[src/design/jsrt_pkg.sv]
// ----------------------------------------------------------------------------
// jsrt_pkg
// shared types, widths and codes for the job slot ring table
// ----------------------------------------------------------------------------
package jsrt_pkg;

    localparam int SLOTS   = 64;
    localparam int IDX_W   = $clog2(SLOTS);
    localparam int CNT_W   = 7;
    localparam int MAX_EXP = 64;

    typedef logic [IDX_W-1:0] t_idx;

    typedef enum logic [1:0] {
        MODE_ADD      = 2'd0,
        MODE_EXPIRE   = 2'd1,
        MODE_DISPATCH = 2'd2,
        MODE_COLLECT  = 2'd3
    } t_mode;

    typedef enum logic [1:0] {
        ST_NULL = 2'd0,
        ST_PEND = 2'd1,
        ST_PROG = 2'd2,
        ST_DONE = 2'd3
    } t_jstate;

    typedef enum logic [2:0] {
        STS_OK        = 3'd0,
        STS_FULL      = 3'd1,
        STS_NOT_FOUND = 3'd2,
        STS_NONE_PEND = 3'd3,
        STS_NONE_EXP  = 3'd4
    } t_status;

    typedef struct packed {
        logic [1:0]  mode;
        logic [31:0] job_serial;
        logic [31:0] job_expires;
        logic [31:0] job_tag;
        logic [31:0] now_time;
        logic [6:0]  expire_limit;
        logic [5:0]  slot;
    } t_in_word;

    typedef struct packed {
        logic [2:0]  status;
        logic [5:0]  out_slot;
        logic [31:0] out_serial;
        logic [31:0] out_expires;
        logic [31:0] out_tag;
        logic [1:0]  out_state;
        logic [6:0]  expired_count;
        logic        last;
    } t_out_word;

    // controller to datapath
    typedef struct packed {
        logic load;       // capture input word
        logic rd;         // read slot at cursor into read registers
        logic wr_add;     // write add job at its target slot
        logic emit;       // fill result register for add, dispatch, collect
        logic emit_err;   // fill error result
        logic step;       // expire walk one step
        logic finish;     // apply pointer updates for current mode
        logic flush;      // move held expire word into result register
        logic flush_last; // held word is the final one of the walk
    } t_ctl;

    // datapath to controller
    typedef struct packed {
        logic [1:0] mode;
        logic       walk_done;   // expire must stop at this slot (after handling)
        logic       hit;         // current slot is live and expired
        logic       err;         // current request fails
        logic [2:0] err_code;
        logic       cnt_zero;
    } t_sts;

endpackage

[src/design/jsrt_ctrl.sv]
// ----------------------------------------------------------------------------
// jsrt_ctrl
// sequencer for add, expire walk, dispatch and collect
// ----------------------------------------------------------------------------
module jsrt_ctrl (
    input  logic           i_clk,
    input  logic           i_rst_n,
    input  logic           i_in_valid,
    output logic           o_in_ready,
    output logic           o_out_valid,
    input  logic           i_out_ready,
    input  jsrt_pkg::t_sts i_sts,
    output jsrt_pkg::t_ctl o_ctl
);
    import jsrt_pkg::*;

    typedef enum logic [1:0] {
        S_IDLE, S_READ, S_EXEC, S_DRAIN
    } t_fsm;

    t_fsm r_fsm;
    logic r_out_valid;
    logic w_out_free;

    assign w_out_free  = !r_out_valid || i_out_ready;
    assign o_in_ready  = (r_fsm == S_IDLE) && w_out_free;
    assign o_out_valid = r_out_valid;

    always_comb begin
        o_ctl = '0;
        case (r_fsm)
            S_IDLE: o_ctl.load = i_in_valid && w_out_free;
            S_READ: o_ctl.rd = 1'b1;
            S_EXEC: begin
                if (w_out_free) begin
                    case (t_mode'(i_sts.mode))
                        MODE_EXPIRE: begin
                            // a new hit pushes out the word held from the last one
                            o_ctl.flush  = i_sts.hit && !i_sts.cnt_zero;
                            o_ctl.step   = 1'b1;
                            o_ctl.finish = i_sts.walk_done;
                        end
                        MODE_ADD: begin
                            o_ctl.emit_err = i_sts.err;
                            o_ctl.wr_add   = !i_sts.err;
                            o_ctl.emit     = !i_sts.err;
                        end
                        default: begin
                            o_ctl.emit_err = i_sts.err;
                            o_ctl.emit     = !i_sts.err;
                            o_ctl.finish   = !i_sts.err;
                        end
                    endcase
                end
            end
            S_DRAIN: begin
                if (w_out_free) begin
                    if (i_sts.cnt_zero) begin
                        o_ctl.emit_err = 1'b1;
                    end else begin
                        o_ctl.flush      = 1'b1;
                        o_ctl.flush_last = 1'b1;
                    end
                end
            end
            default: ;
        endcase
    end

    always_ff @(posedge i_clk) begin
        if (!i_rst_n) begin
            r_fsm       <= S_IDLE;
            r_out_valid <= 1'b0;
        end else begin
            r_out_valid <= o_ctl.emit || o_ctl.emit_err || o_ctl.flush
                           || (r_out_valid && !i_out_ready);
            case (r_fsm)
                S_IDLE: if (o_ctl.load) r_fsm <= S_READ;
                S_READ: r_fsm <= S_EXEC;
                S_EXEC: begin
                    if (w_out_free) begin
                        if (t_mode'(i_sts.mode) == MODE_EXPIRE) begin
                            r_fsm <= i_sts.walk_done ? S_DRAIN : S_READ;
                        end else begin
                            r_fsm <= S_IDLE;
                        end
                    end
                end
                S_DRAIN: if (w_out_free) r_fsm <= S_IDLE;
                default: r_fsm <= S_IDLE;
            endcase
        end
    end

endmodule

[config.mk]
export PLATFORM = sky130hd
export DESIGN_NAME = jsrt_ctrl
export DESIGN_NICKNAME = d
export VERILOG_FILES = /design/src/design/jsrt_pkg.sv /design/src/design/jsrt_ctrl.sv
export SDC_FILE = /design/constraint.sdc
export NUM_CORES = 1
export LEC_CHECK = 0
export BUFFER_PORTS_ARGS = -buffer_cell sky130_fd_sc_hd__buf_2
export CORE_AREA = 2 2 39 41
export DETAILED_ROUTE_END_ITERATION = 10
export DIE_AREA = 0 0 41 43
export GPL_TIMING_DRIVEN = 0
export HOLD_SLACK_MARGIN = 0.05
export PLACE_DENSITY_LB_ADDON = 0.25
export SLEW_MARGIN = 20
export SYNTH_ARGS = -nofsm -noshare
export SYNTH_HDL_FRONTEND = slang
export SYNTH_SLANG_ARGS = --single-unit
export TNS_END_PERCENT = 30
[constraint.sdc]
create_clock -name i_clk -period 1.65 [get_ports i_clk]
set_input_delay 0.0825 -clock i_clk [delete_from_list [all_inputs] [get_ports i_clk]]
set_output_delay 0.0825 -clock i_clk [all_outputs]
set_load 0.01 [all_outputs]
Yosys cells after proc, flatten, opt, wreduce, memory -nomap -nowiden
Cells that the tools add are included.

storage, ports and cells
  register bits = 3
  output and inout bits = 11
  logic and storage cells = 47
  bits of input ports = 13

operators by class
  reductions and logical operators = 15
  equality and inequality tests = 7
  multiplexer cells = 23

operators with widths
  operator                                              number
  two-way mux 2 bit                                     10
  two-way mux 1 bit                                     8
  case mux 2 bit (4 select lines)                       1
  two-way mux 6 bit                                     1
  inequality test 2 bit (second input constant)         3
  case mux 1 bit (2 select lines)                       3
  equality test 2 x 1 -> 1 bit (second input constant)  2
  equality test 2 bit (second input constant)           2
  logical AND 1 bit                                     4
  zero test 1 bit                                       4
  zero test 2 bit                                       2
  logical OR 1 bit                                      4
  AND reduction 3 bit                                   1

Longest topological paths before layout
  word-level depth = 8
  gate-level depth with buffers = 3
  mapped depth without buffers = 3

Least setup slack after synthesis
OpenSTA, ideal clock, no wires.

  kind = flip-flop to flip-flop
  from = reg r_out_valid, in the netlist o_out_valid
  to = reg r_fsm[0]
  path slack = 0.473 ns
  stages on the path, launching flop included = 4
  arrival time = 1.057 ns
  cells stage by stage = dfxtp_1 or2b_1 and3_4 o31a_1

between the ends
  cells in the longest elaborated chain, start to end = 6

ends and longest elaborated chain
  what                                      line             source
  start, declared                           jsrt_ctrl.sv:22  logic r_out_valid;
  start signal, assigned                    jsrt_ctrl.sv:75  r_out_valid <= o_ctl.emit || o_ctl.emit_err || o_ctl.flush
  zero test 1 bit (*)                       jsrt_ctrl.sv:25  assign w_out_free = !r_out_valid || i_out_ready;
  logical OR 1 bit (*)                      jsrt_ctrl.sv:25
  logical AND 1 bit                         jsrt_ctrl.sv:32  S_IDLE: o_ctl.load = i_in_valid && w_out_free;
  two-way mux 1 bit                         jsrt_ctrl.sv:31  case (r_fsm)
  inequality test 2 bit (no source line)    n/a
  AND reduction 3 bit (no source line) (*)  n/a
  end signal, assigned                      jsrt_ctrl.sv:83  r_fsm <= i_sts.walk_done ? S_DRAIN : S_READ;
  end, declared                             jsrt_ctrl.sv:21  t_fsm r_fsm;

Mark *: on every way between the ends. The rest lies on a longest branch, timed or not.
A chain may end at the register's enable or synchronous reset.

==> flow_summary.yaml <==
detailed_routing:
  wl_per_cell_um: 9.205
  wl_met1_um: 308
  viasPerCell: 4.562
  dr.pass1.iters: 4
  vias: 333
  dr_wl_met2_um: 279
  dr_wl_met3_um: 69
  final_antenna_net_count: 0
  drt_iter0_drc: 11
  drcViolationCount: 0
  routed_wl_um: 672
  top_layer_used: "met4"
place:
  hpwl_um: 560.7
  dpl_worst_slack_ns: 0.4370
  dp_cells: 69
  gp_congestion: 0.6067
  io_buffers: 20
  placed_area_um2: 390.4
synth:
  synth_common_cells: "3 x a21oi_1, 3 x dfxtp_1, 3 x nand2_1, 3 x nor3_1"
  synth_top_cell_by_area: "dfxtp_1"
  synthCells: 33
  synthXorXnorAreaFrac_pct: 0
  synth_top_family_by_area: "simple AND/OR/NAND/NOR gates"
  synth-warning-count: 0
  synth-adder-area-share_pct: 0
  syn_area_um2: 270.3
  yosys.area_share.simple_pct: 53.24
  ys_async_sr_fraction_pct: 0
  synth_edf_count: 0
  syn_avg_cell_area_um2: 8.190
  synth_compound_area_share_pct: 20.37
  netlist.area_leader.share_pct: 22.22
  synth_area_leaders: "dfxtp_1 22%, a21oi_1 5.6%, nor3_1 5.6%"
  yosysSeqAreaShare_pct: 22.22
  ys_dominant_reg_cell: "dfxtp_1"
  ys_ff_latch: 3
  synth.distinct_cells: 25
  syn-num-nets: 46
  synth.area.mux_share_pct: 0
timing:
  fin_crit_sh_pct: 87.90
  finClkSkew_ns: 0.0009945
  tns_ns: 0
  relSlewSlack_pct: 82.14
  final_max_slew_viol_count: 0
  setup_violations: 0
  finalCriticalPeriod_ns: 1.450
  hold_violations: 0
  hold_ws_ns: 0.1097
  worst_slew_pin_slew_ns: 0.2673
  setup_ws_ns: 0.1997
  clock.fmax_mhz: 689.5
  rsz0062_at_grt: "false"
clock_tree:
  clockRootBuffer: "clkbuf_4"
  cts_hold_buf: 0
  cts_buffer_depth: 2
  htreeDepth: 1
  path_clk_slew_ns: 0.04
  cts_setup_buffers: 0
  cts_buffers: 3
  cts.sinks: 3
  cts_tree: "yes"
  cts_resized: 0
  insertion_delay_ns: 0.23
global_route:
  grt_start_max_net_pins: 11
  overflow: 0
  antenna_found_initial: 0
  groute.usage.overall_pct: 8.617
  grt_pass1_wl_um: 1021
  grt_pass1_vias: 252
floorplan:
  start_util_pct: 19.53
  die_h_um: 43
  die_area_um2: 1763
  die_width_um: 41
  row_count: 14
  core_um2: 1384
  io_pins: 24
power:
  power_frac_comb_pct: 29.0
  power_mw: 0.3048
  leakage_nw: 0.2090
  power_frac_seq_pct: 28.2
  swShare_pct: 29.74
  clock_power_share_pct: 42.8
  ir_drop_mv: 0.2237
  internal_power_mw: 0.2142
  powerDensity_nw_per_um2: 731.7
  p_switching_mw: 0.09067
worst_setup_path:
  path_class: "reg2out"
  critPathLaunchType: "flop"
  arrival_ns: 1.37
  reg2reg_slack_ns: 0.51
  required_ns: 1.57
  crit_path_end_kind: "output pin"
  worst-path-max-fanout: 10
layout:
  fin_util_pct: 30.11
  diodes: 0
  final_cell_count_no_fill: 73
  design_area_um2: 416.7
  drive_above_1_share_pct: 54.39
  fin_nets: 71
  area_delta_synth_final_pct: 54.17
run_status:
  outcome: "finished, final reports clean"
min_path:
  hold_path.class: "in2reg"
flow_run:
  max_cap_violations: 0
## path summary, 6_finish.rpt
kind	startpoint	cells past startpoint	endpoint
setup / recovery	r_fsm[0]	4	o_ctl[4]
hold / removal	i_rst_n	2	r_fsm[0]
setup reg to reg	o_out_valid	3	r_fsm[0]
hold reg to reg	r_fsm[1]	2	o_out_valid
## power by group through the flow
| stage | Combinational [mW] | Clock, mW | Sequential [mW] |
|---|---|---|---|
| after floorplan | 0.0534 | 0 | 0.0866 |
| after global placement | 0.0893 | 0 | 0.0876 |
| after detailed placement | 0.0897 | 0 | 0.0872 |
| after CTS | 0.0899 | 0.137 | 0.0862 |
| after global routing | 0.0986 | 0.142 | 0.0875 |
| final | 0.0883 | 0.131 | 0.0859 |
## registers in the layout (all words and copies together), names as in the netlist
register / cells
o_out_valid: 1
r_fsm: 2
## layout make-up
class | count | area, um2
sequential | 3 | 60.06
tap | 16 | 20.02
buffer | 1 | 7.507
inverter | 1 | 3.754
multi-input combinational | 28 | 198.9
timing repair buffer | 20 | 100.1
fill | 158 | 967.2
clock buffer | 4 | 26.28
## worst max-delay path, stage by stage (launching register included)
cell and delay [ns]:
dfxtp_1 0.32, buf_4 0.16, or3b_1 0.38, a21oi_2 0.13, buf_2 0.13
## cell usage in the layout (no fill, tap or decap), types with 3 or more instances in the layout
master,instances
clkbuf_4,3
nand2_1,3
buf_2,20
nor3_1,3
dfxtp_1,3
a21oi_1,3
## cells by family after synthesis
group / count (synthesis)
compound gates: 8
buf+inv: 2
simple gates: 20
flops: 3
## per-layer routing
layer  vias up  GRT usage [%]
met2        17          10.00
met1       143          12.46
met5         -              0
met3         2          3.141
li1        171              -
met4         0          6.000
Note: power is estimated with default switching activity, not from simulation.
